File: src/sv/rwhp_pkg.sv
// Package: types and constants of the RIFF/WAVE header parser
`default_nettype none
package rwhp_pkg;
    localparam int POS_WIDTH_DEF = 40;
    localparam int OFF_W = 40;

    localparam logic [3:0] ST_OK = 4'd0;
    localparam logic [3:0] ST_MAGIC = 4'd1;
    localparam logic [3:0] ST_FMT_SIZE = 4'd2;
    localparam logic [3:0] ST_FMT_TRUNC = 4'd3;
    localparam logic [3:0] ST_MISSING = 4'd4;
    localparam logic [3:0] ST_FORMAT = 4'd5;
    localparam logic [3:0] ST_CHAN_RATE = 4'd6;
    localparam logic [3:0] ST_DEPTH = 4'd7;
    localparam logic [3:0] ST_FLOAT = 4'd8;
    localparam logic [3:0] ST_ALIGN = 4'd9;
    localparam logic [3:0] ST_NO_FRAMES = 4'd10;

    localparam logic [31:0] TAG_FMT = 32'h666D7420;
    localparam logic [31:0] TAG_DATA = 32'h64617461;
    localparam logic [31:0] MAGIC_RIFF = 32'h52494646;
    localparam logic [31:0] MAGIC_WAVE = 32'h57415645;
    localparam logic [15:0] TAG_EXT = 16'hFFFE;
    localparam logic [31:0] FMT_MAX = 32'd4096;
    localparam logic [31:0] FMT_MIN = 32'd16;
    localparam logic [31:0] EXT_MIN = 32'd40;
    localparam logic [31:0] RATE_MAX = 32'd384000;
    localparam logic [31:0] RATE_MIN = 32'd8000;

    typedef struct packed {
        logic [7:0] byte_in;
        logic       first;
        logic       last;
    } in_beat_t;

    typedef struct packed {
        logic [3:0]  status;
        logic [15:0] format_tag;
        logic [15:0] channel_count;
        logic [31:0] rate_hz;
        logic [15:0] frame_bytes;
        logic [15:0] sample_bits;
        logic [31:0] payload_bytes;
        logic [39:0] payload_offset;
        logic [31:0] frame_total;
    } out_beat_t;

    // front-to-back job: a finished header, with checks to run
    typedef struct packed {
        logic        need_div;
        logic [3:0]  status;
        logic [15:0] format_tag;
        logic [15:0] channel_count;
        logic [31:0] rate_hz;
        logic [15:0] frame_bytes;
        logic [15:0] sample_bits;
        logic [31:0] payload_bytes;
        logic [39:0] payload_offset;
    } job_t;
endpackage
`default_nettype wire

File: src/sv/rwhp_front.sv
// Front end: byte-serial chunk walker that captures fmt fields and raises jobs
`default_nettype none
module rwhp_front #(
    parameter int POS_WIDTH = rwhp_pkg::POS_WIDTH_DEF
) (
    input  wire logic             clk,
    input  wire logic             rst_n,
    input  wire rwhp_pkg::in_beat_t in_data,
    input  wire logic             in_valid,
    output logic                  in_ready,
    output rwhp_pkg::job_t        job,
    output logic                  job_valid,
    input  wire logic             job_ready
);
    localparam logic [2:0] PH_RIFF = 3'd0;
    localparam logic [2:0] PH_HDR = 3'd1;
    localparam logic [2:0] PH_FMT = 3'd2;
    localparam logic [2:0] PH_SKIP = 3'd3;
    localparam logic [2:0] PH_PAD = 3'd4;
    localparam logic [2:0] PH_DONE = 3'd5;
    localparam logic [POS_WIDTH-1:0] POS_MAX = '1;

    logic [2:0] phase_reg, phase_next;
    logic [POS_WIDTH-1:0] pos_reg, pos_next;
    logic [31:0] cnt_reg, cnt_next, tag_reg, tag_next, len_reg, len_next;
    logic [15:0] ftag_reg, ftag_next, chan_reg, chan_next, align_reg, align_next;
    logic [15:0] bits_reg, bits_next;
    logic [31:0] rate_reg, rate_next;
    logic fseen_reg, fseen_next, magic_reg, magic_next;
    logic emit;
    rwhp_pkg::job_t jb;

    logic [2:0] ph;
    logic [POS_WIDTH-1:0] pos;
    logic [31:0] n, tg, ln, rt;
    logic [15:0] ft, ch, al, bt;
    logic fs, mg;
    logic [7:0] b;
    logic [32:0] n1;

    assign in_ready = job_ready;
    assign b = in_data.byte_in;

    always_comb
    begin
        ph = phase_reg; pos = pos_reg; n = cnt_reg; tg = tag_reg; ln = len_reg;
        ft = ftag_reg; ch = chan_reg; rt = rate_reg; al = align_reg; bt = bits_reg;
        fs = fseen_reg; mg = magic_reg;
        if (in_data.first)
        begin
            ph = PH_RIFF; pos = '0; n = '0; tg = '0; ln = '0; ft = '0; ch = '0;
            rt = '0; al = '0; bt = '0; fs = 1'b0; mg = 1'b1;
        end
        emit = 1'b0;
        jb = '0;
        n1 = {1'b0, n} + 33'd1;
        if (ph != PH_DONE)
        begin
            if (pos != POS_MAX)
                pos = pos + 1'b1;
            unique case (ph)
                PH_RIFF:
                begin
                    if (n < 32'd4 && b != rwhp_pkg::MAGIC_RIFF[8*(3-n[1:0]) +: 8])
                        mg = 1'b0;
                    if (n >= 32'd8 && n < 32'd12
                        && b != rwhp_pkg::MAGIC_WAVE[8*(3-n[1:0]) +: 8])
                        mg = 1'b0;
                    n = n1[31:0];
                    if (n1 >= 33'd12)
                    begin
                        n = '0;
                        if (!mg)
                        begin
                            emit = 1'b1; jb.status = rwhp_pkg::ST_MAGIC; ph = PH_DONE;
                        end
                        else
                            ph = PH_HDR;
                    end
                end
                PH_HDR:
                begin
                    if (n < 32'd4)
                        tg = {tg[23:0], b};
                    else
                        ln[8*n[1:0] +: 8] = b;
                    n = n1[31:0];
                    if (n1 >= 33'd8)
                    begin
                        n = '0;
                        if (tg == rwhp_pkg::TAG_FMT)
                        begin
                            if (ln < rwhp_pkg::FMT_MIN || ln > rwhp_pkg::FMT_MAX)
                            begin
                                emit = 1'b1; jb.status = rwhp_pkg::ST_FMT_SIZE;
                                ph = PH_DONE;
                            end
                            else
                                ph = PH_FMT;
                        end
                        else if (tg == rwhp_pkg::TAG_DATA)
                        begin
                            emit = 1'b1; jb.need_div = 1'b1; ph = PH_DONE;
                            jb.payload_bytes = ln;
                            jb.payload_offset = 40'(pos);
                        end
                        else
                            ph = (ln == '0) ? PH_HDR : PH_SKIP;
                    end
                end
                PH_FMT:
                begin
                    if (n < 32'd2) ft[8*n[0] +: 8] = b;
                    else if (n < 32'd4) ch[8*n[0] +: 8] = b;
                    else if (n < 32'd8) rt[8*n[1:0] +: 8] = b;
                    else if (n >= 32'd12 && n < 32'd14) al[8*n[0] +: 8] = b;
                    else if (n >= 32'd14 && n < 32'd16) bt[8*n[0] +: 8] = b;
                    else if (n == 32'd25 && ft == rwhp_pkg::TAG_EXT
                             && ln >= rwhp_pkg::EXT_MIN)
                        ft = {b, tg[7:0]};
                    tg = {tg[23:0], b};
                    n = n1[31:0];
                    if (n1 >= {1'b0, ln})
                    begin
                        fs = 1'b1; n = '0; ph = ln[0] ? PH_PAD : PH_HDR;
                    end
                end
                PH_SKIP:
                begin
                    n = n1[31:0];
                    if (n1 >= {1'b0, ln})
                    begin
                        n = '0; ph = ln[0] ? PH_PAD : PH_HDR;
                    end
                end
                default:
                begin
                    n = '0; ph = PH_HDR;
                end
            endcase
            if (in_data.last && !emit && ph != PH_DONE)
            begin
                emit = 1'b1;
                jb.status = (ph == PH_RIFF) ? rwhp_pkg::ST_MAGIC :
                            (ph == PH_FMT) ? rwhp_pkg::ST_FMT_TRUNC : rwhp_pkg::ST_MISSING;
                ph = PH_DONE;
            end
        end
        if (!fs && jb.need_div)
        begin
            jb.need_div = 1'b0; jb.status = rwhp_pkg::ST_MISSING;
        end
        jb.format_tag = ft; jb.channel_count = ch; jb.rate_hz = rt;
        jb.frame_bytes = al; jb.sample_bits = bt;
        phase_next = ph; pos_next = pos; cnt_next = n; tag_next = tg; len_next = ln;
        ftag_next = ft; chan_next = ch; rate_next = rt; align_next = al;
        bits_next = bt; fseen_next = fs; magic_next = mg;
    end

    assign job = jb;
    assign job_valid = in_valid && emit;

    always_ff @(posedge clk or negedge rst_n)
    begin
        if (!rst_n)
        begin
            phase_reg <= PH_RIFF; pos_reg <= '0; cnt_reg <= '0; tag_reg <= '0;
            len_reg <= '0; ftag_reg <= '0; chan_reg <= '0; rate_reg <= '0;
            align_reg <= '0; bits_reg <= '0; fseen_reg <= 1'b0; magic_reg <= 1'b1;
        end
        else if (in_valid && in_ready)
        begin
            phase_reg <= phase_next; pos_reg <= pos_next; cnt_reg <= cnt_next;
            tag_reg <= tag_next; len_reg <= len_next; ftag_reg <= ftag_next;
            chan_reg <= chan_next; rate_reg <= rate_next; align_reg <= align_next;
            bits_reg <= bits_next; fseen_reg <= fseen_next; magic_reg <= magic_next;
        end
    end
endmodule
`default_nettype wire

File: src/sv/rwhp_queue.sv
// Two-entry job queue between front and back
`default_nettype none
module rwhp_queue (
    input  wire logic           clk,
    input  wire logic           rst_n,
    input  wire rwhp_pkg::job_t wr_data,
    input  wire logic           wr_valid,
    output logic                wr_ready,
    output rwhp_pkg::job_t      rd_data,
    output logic                rd_valid,
    input  wire logic           rd_ready
);
    rwhp_pkg::job_t mem_reg [2];
    logic wp_reg, rp_reg;
    logic [1:0] cnt_reg;
    logic wr, rd;

    assign wr_ready = cnt_reg != 2'd2;
    assign rd_valid = cnt_reg != 2'd0;
    assign rd_data = mem_reg[rp_reg];
    assign wr = wr_valid && wr_ready;
    assign rd = rd_valid && rd_ready;

    always_ff @(posedge clk)
    begin
        if (wr)
            mem_reg[wp_reg] <= wr_data;
    end

    always_ff @(posedge clk or negedge rst_n)
    begin
        if (!rst_n)
        begin
            wp_reg <= 1'b0; rp_reg <= 1'b0; cnt_reg <= 2'd0;
        end
        else
        begin
            if (wr) wp_reg <= ~wp_reg;
            if (rd) rp_reg <= ~rp_reg;
            cnt_reg <= cnt_reg + {1'b0, wr} - {1'b0, rd};
        end
    end
endmodule
`default_nettype wire

File: src/sv/rwhp_back.sv
// Back end: field checks and iterative frame-count division
`default_nettype none
module rwhp_back (
    input  wire logic            clk,
    input  wire logic            rst_n,
    input  wire rwhp_pkg::job_t  job,
    input  wire logic            job_valid,
    output logic                 job_ready,
    output rwhp_pkg::out_beat_t  out_data,
    output logic                 out_valid,
    input  wire logic            out_ready
);
    localparam logic [1:0] S_IDLE = 2'd0;
    localparam logic [1:0] S_DIV = 2'd1;
    localparam logic [1:0] S_OUT = 2'd2;

    logic [1:0] state_reg;
    logic [5:0] step_reg;
    logic [31:0] quo_reg, rem_reg;
    logic [32:0] trial;
    rwhp_pkg::out_beat_t res_reg;
    logic [3:0] chk;
    logic [18:0] need;
    logic [13:0] bytes_ps;

    assign job_ready = state_reg == S_IDLE;
    assign out_valid = state_reg == S_OUT;
    assign out_data = res_reg;

    always_comb
    begin
        bytes_ps = {1'b0, job.sample_bits[15:3]} + {13'd0, |job.sample_bits[2:0]};
        need = 19'(job.channel_count[3:0]) * 19'(bytes_ps);
        if (job.format_tag != 16'd1 && job.format_tag != 16'd3)
            chk = rwhp_pkg::ST_FORMAT;
        else if (job.channel_count < 16'd1 || job.channel_count > 16'd8
                 || job.rate_hz < rwhp_pkg::RATE_MIN || job.rate_hz > rwhp_pkg::RATE_MAX)
            chk = rwhp_pkg::ST_CHAN_RATE;
        else if (job.sample_bits != 16'd8 && job.sample_bits != 16'd16
                 && job.sample_bits != 16'd24 && job.sample_bits != 16'd32)
            chk = rwhp_pkg::ST_DEPTH;
        else if (job.format_tag == 16'd3 && job.sample_bits != 16'd32)
            chk = rwhp_pkg::ST_FLOAT;
        else if (job.frame_bytes == 16'd0 || {3'd0, job.frame_bytes} < need)
            chk = rwhp_pkg::ST_ALIGN;
        else
            chk = rwhp_pkg::ST_OK;
        trial = {rem_reg, quo_reg[31]} - {17'd0, res_reg.frame_bytes};
    end

    always_ff @(posedge clk)
    begin
        if (state_reg == S_IDLE && job_valid)
        begin
            res_reg.status <= job.need_div ? chk : job.status;
            res_reg.format_tag <= job.format_tag;
            res_reg.channel_count <= job.channel_count;
            res_reg.rate_hz <= job.rate_hz;
            res_reg.frame_bytes <= job.frame_bytes;
            res_reg.sample_bits <= job.sample_bits;
            res_reg.payload_bytes <= job.payload_bytes;
            res_reg.payload_offset <= job.payload_offset;
            res_reg.frame_total <= '0;
            quo_reg <= job.payload_bytes;
            rem_reg <= '0;
            step_reg <= '0;
        end
        else if (state_reg == S_DIV)
        begin
            step_reg <= step_reg + 6'd1;
            if (!trial[32])
            begin
                rem_reg <= trial[31:0];
                quo_reg <= {quo_reg[30:0], 1'b1};
            end
            else
            begin
                rem_reg <= {rem_reg[30:0], quo_reg[31]};
                quo_reg <= {quo_reg[30:0], 1'b0};
            end
            if (step_reg == 6'd32)
            begin
                res_reg.frame_total <= quo_reg;
                if (quo_reg == '0)
                    res_reg.status <= rwhp_pkg::ST_NO_FRAMES;
            end
        end
    end

    always_ff @(posedge clk or negedge rst_n)
    begin
        if (!rst_n)
            state_reg <= S_IDLE;
        else
        begin
            unique case (state_reg)
                S_IDLE:
                    if (job_valid)
                        state_reg <= (job.need_div && chk == rwhp_pkg::ST_OK) ? S_DIV : S_OUT;
                S_DIV:
                    if (step_reg == 6'd32)
                        state_reg <= S_OUT;
                S_OUT:
                    if (out_ready)
                        state_reg <= S_IDLE;
                default:
                    state_reg <= S_IDLE;
            endcase
        end
    end
endmodule
`default_nettype wire

File: src/sv/riff_wave_header_parser.sv
// Top level of the RIFF/WAVE header parser
`default_nettype none
// Takes one file byte per beat and emits one result beat per file. Header
// bytes are taken one per cycle; the front end stalls only while the
// two-entry job queue is full. A data chunk header with valid fields starts
// a shift-subtract divider for the frame count; other results skip the
// divider and go straight from the job queue to the result register.
module riff_wave_header_parser #(
    parameter int POS_WIDTH = rwhp_pkg::POS_WIDTH_DEF
) (
    input  wire logic                 clk,
    input  wire logic                 rst_n,
    input  wire rwhp_pkg::in_beat_t   in_data,
    input  wire logic                 in_valid,
    output logic                      in_ready,
    output rwhp_pkg::out_beat_t       out_data,
    output logic                      out_valid,
    input  wire logic                 out_ready
);
    rwhp_pkg::job_t fq_data, qb_data;
    logic fq_valid, fq_ready, qb_valid, qb_ready;

    rwhp_front #(.POS_WIDTH(POS_WIDTH)) u_front (
        .clk(clk), .rst_n(rst_n), .in_data(in_data), .in_valid(in_valid),
        .in_ready(in_ready), .job(fq_data), .job_valid(fq_valid), .job_ready(fq_ready)
    );

    rwhp_queue u_queue (
        .clk(clk), .rst_n(rst_n), .wr_data(fq_data), .wr_valid(fq_valid),
        .wr_ready(fq_ready), .rd_data(qb_data), .rd_valid(qb_valid), .rd_ready(qb_ready)
    );

    rwhp_back u_back (
        .clk(clk), .rst_n(rst_n), .job(qb_data), .job_valid(qb_valid),
        .job_ready(qb_ready), .out_data(out_data), .out_valid(out_valid),
        .out_ready(out_ready)
    );
endmodule
`default_nettype wire

File: config.mk
export PLATFORM = sky130hd
export DESIGN_NAME = riff_wave_header_parser
export DESIGN_NICKNAME = d
export VERILOG_FILES = /design/src/sv/rwhp_pkg.sv /design/src/sv/rwhp_front.sv /design/src/sv/rwhp_queue.sv /design/src/sv/rwhp_back.sv /design/src/sv/riff_wave_header_parser.sv
export SDC_FILE = /design/constraint.sdc
export NUM_CORES = 2
export LEC_CHECK = 0
export BUFFER_PORTS_ARGS = -buffer_cell sky130_fd_sc_hd__buf_4
export CORE_MARGIN = 1.5
export CORE_UTILIZATION = 45
export DETAILED_ROUTE_END_ITERATION = 12
export PLACE_DENSITY = 0.67
export SYNTH_ARGS = -nofsm -noshare
export SYNTH_HDL_FRONTEND = slang
export SYNTH_SLANG_ARGS = --single-unit
File: constraint.sdc
create_clock -name clk -period 11.5 [get_ports clk]
set_input_delay 0.575 -clock clk [delete_from_list [all_inputs] [get_ports clk]]
set_output_delay 0.575 -clock clk [all_outputs]
set_load 0.05 [all_outputs]
==> results.txt <==
Ports - 220
Final period util - 0.6343
status - finished clean
Comb pwr share - 0.387
largest net degree at the start of global routing - 147
Worst Path Required - 11900 ps
Final Net Count - 3996
Synth area leader - edfxtp_1
# clock sinks - 861
met3 usage - 0.03627
Layout Cells excl Fill - 5179
grt total ovfl - 0
adder-cell share of the synthesized area - 0.04290
mux cell area share after synthesis - 0.07538
post-route ant nets - 0
Mapped Cells - 3704
DP HPWL - 73.75 mm
max FFs per register - 344
pre-CTS WS - 3820 ps
IO Port Bufs - 219
Max Cap Viol - 0
placed insts - 5001
peak supply drop - 0.1753 mV
via count of the first global-routing pass - 28730
post-synth top area share - 0.3945
htree depth - 3
die area - 94530 µm²
die height - 307.5 µm
worst-margin pin slew - 1253 ps
Final Max Slew Viols - 0
final setup margin - 4206 ps
largest family of logic cells by synthesized area - simple AND/OR/NAND/NOR gates
compound-gate portion of the synthesized area - 0.1027
worst rel slew slack - 0.1612
CP arrival - 7700 ps
post-synthesis simple-gate area fraction - 0.1478
hold crit path type - in2reg
Setup CP Type - reg2reg
row count - 111
clk_skew - 24.78 ps
worst-skew pair later-pin latency - 670 ps
post-route DRC violation count - 0
Num CTS Buffers - 93
min Tclk post-route - 7294 ps
initial detailed-routing violation count - 2978
static leakage - 18.55 nW
Final Setup Violations - 0
GRT Max-Usage Layer - met2
clock buffer depth - 3
first-pass GRT wire length - 169.1 mm
core area - 91800 µm²
Synth Area in XOR/XNOR - 0.02520
sw frac - 0.3940
commonest non-fill, non-tap cells in the layout - nand2_1, edfxtp_1, nor2_1, buf_4, dfrtp_1
cell internal pwr - 7.261 mW
final hold viol count - 0
top cells by area, synth - edfxtp_1, dfrtp_1, mux2_2
Primary FF master, synth - edfxtp_1
Routed WL per cell - 21.25 µm
Synth cell types - 102
Initial Utilization - 0.4543
CTS tree - built
total power - 11.98 mW
met1 Track Usage GR - 0.3202
CP Max Fanout - 46
share of flip-flops with an asynchronous set or reset - 0.2822
Placed Area - 44470 µm²
die width - 307.5 µm
crit start category - register
Flop pwr share - 0.367
Post-synth EDFFs - 548
Overall Global Routing Usage - 0.2295
Area growth, synth to finish - 13.91%
GP Congestion - 0.9414
Fin Hold WS - 244.5 ps
share of post-route cells with drive strength above 1 - 0.1759
cell area after technology mapping - 41710 µm²
Power Density - 252.2 nW/µm²
vias per cell - 5.730
commonest non-fill, non-tap cell in the layout - nand2_1
Reg clk slew, reported paths - 60 ps
RSZ-0062 raised after global routing - false
met2 Resource Use GR - 0.3696
Detailed Route WL - 110.0 mm
post-layout instance area - 47510 µm²
total number of vias - 29680
synth warn - 0
Synthesized Nets - 3846
Setup TNS - 0 ps
element type at the critical path end - register
setup bufs post-CTS - 0
fillers - 8001
Net Sw Power - 4.721 mW
Peak Freq - 137.1 MHz
flops & latches, synth - 861
initial antenna violation count - 5
Root Buffer - clkbuf_16
Final Util - 0.5175
clock power share - 0.247
sequential-to-total area share from yosys stat - 0.5739
Syn Area/Cell - 11.26 µm²
first-pass detailed-route iteration total - 8
==> timing repair <==
| action | CTS | global route |
|---|---|---|
| endpoints found under the hold margin | 26 | 0 |
| gates resized for setup | 0 | 0 |
| hold buffers | 1 | 0 |
==> kinds of logic after synthesis <==
| logic type | after synthesis |
|---|---|
| AO/OA/AOI/OAI | 642 |
| buffers and inverters | 334 |
| XOR/XNOR | 120 |
| AND/OR/NAND/NOR | 1334 |
| flip-flops | 861 |
| multiplexers | 285 |
| adder cells (fa/ha/maj) | 128 |
==> metal layers <==
layer,up-vias,part of all wire
met5,-,0.00035
met4,6,0.023
met3,174,0.069
met2,1014,0.48
met1,14740,0.43
li1,13740,-
==> Yosys cell counts (7+ instances only) <==
cell type    n
a21o_1      25
buf_1       22
or4_1        9
xor2_1      41
a21oi_1    118
o211ai_1    16
ha_1       103
or3_1       18
inv_1      129
o41ai_1      8
fa_1        25
and3_1      29
nor4b_1      7
nand2b_1    17
a32o_1      17
a31oi_1     48
nor3_1      56
a311oi_1     8
nand4_1     47
o21ai_0    195
or2_2       13
o21bai_1     7
edfxtp_1   548
a31o_2      12
nand3_1     98
xnor2_1     79
dfxtp_1     70
dfrtp_1    242
mux2_2     233
buf_2       17
nor2b_1     47
nor2_1     291
nand2_1    579
a22o_1      86
o31ai_1     24
and4_1      10
nor4_1      52
mux2i_1     52
and2_1      21
clkbuf_1   156
==> final cells by class <==
class,instances,area [µm²],area share
inverter,130,500.5,0.01053
clock buffer,128,2645,0.05567
tap,1243,1555,0.03273
antenna,1,2.502,0.00005267
clock inverter,48,380.4,0.008006
multi-input combinational,2509,16490,0.3471
timing repair buffer,259,1992,0.04193
sequential,861,23940,0.5040
==> power by group through the flow <==
stage	Clock (mW)	Sequential [mW]	Combinational, mW
4_1_cts	3.00	4.40	4.66
3_5_place_dp	0	4.45	4.64
5_1_grt	3.13	4.45	5.03
2_1_floorplan	0	5.43	2.37
3_3_place_gp	0	4.45	4.59
6_report	2.96	4.39	4.63
==> path summary, 6_finish.rpt <==
kind,cells past startpoint,start,endpoint,slack (ps)
min in group asynchronous,2,rst_n,u_front.cnt_reg[23],570
worst min register to register,2,u_back.out_data[18],u_back.out_data[18],460
max in group asynchronous,3,rst_n,u_front.bits_reg[6],9530
worst max-delay path,26,u_queue.rp_reg,u_back.out_data[200],4210
worst max register to register,26,u_queue.rp_reg,u_back.out_data[200],4210
worst min-delay path,3,in_data[0],u_front.phase_reg[2],240
==> critical path: stages, from the launching register on <==
cell	delay, ps
dfrtp_4	900
mux2_2	420
or3_1	410
ha_1	230
ha_1	250
xor2_1	220
nand2b_1	220
fa_1	490
inv_1	50
fa_1	530
ha_1	310
a21o_1	150
a21oi_1	220
o21bai_1	90
a21oi_1	250
o21bai_1	90
a21oi_1	330
o211ai_1	160
a31oi_1	330
xnor2_1	120
ha_1	280
o21ai_0	70
a211oi_1	250
nand3_1	100
nor3_1	120
and3_1	260
o21ai_0	130
Note: power is estimated with default switching activity, not from simulation.
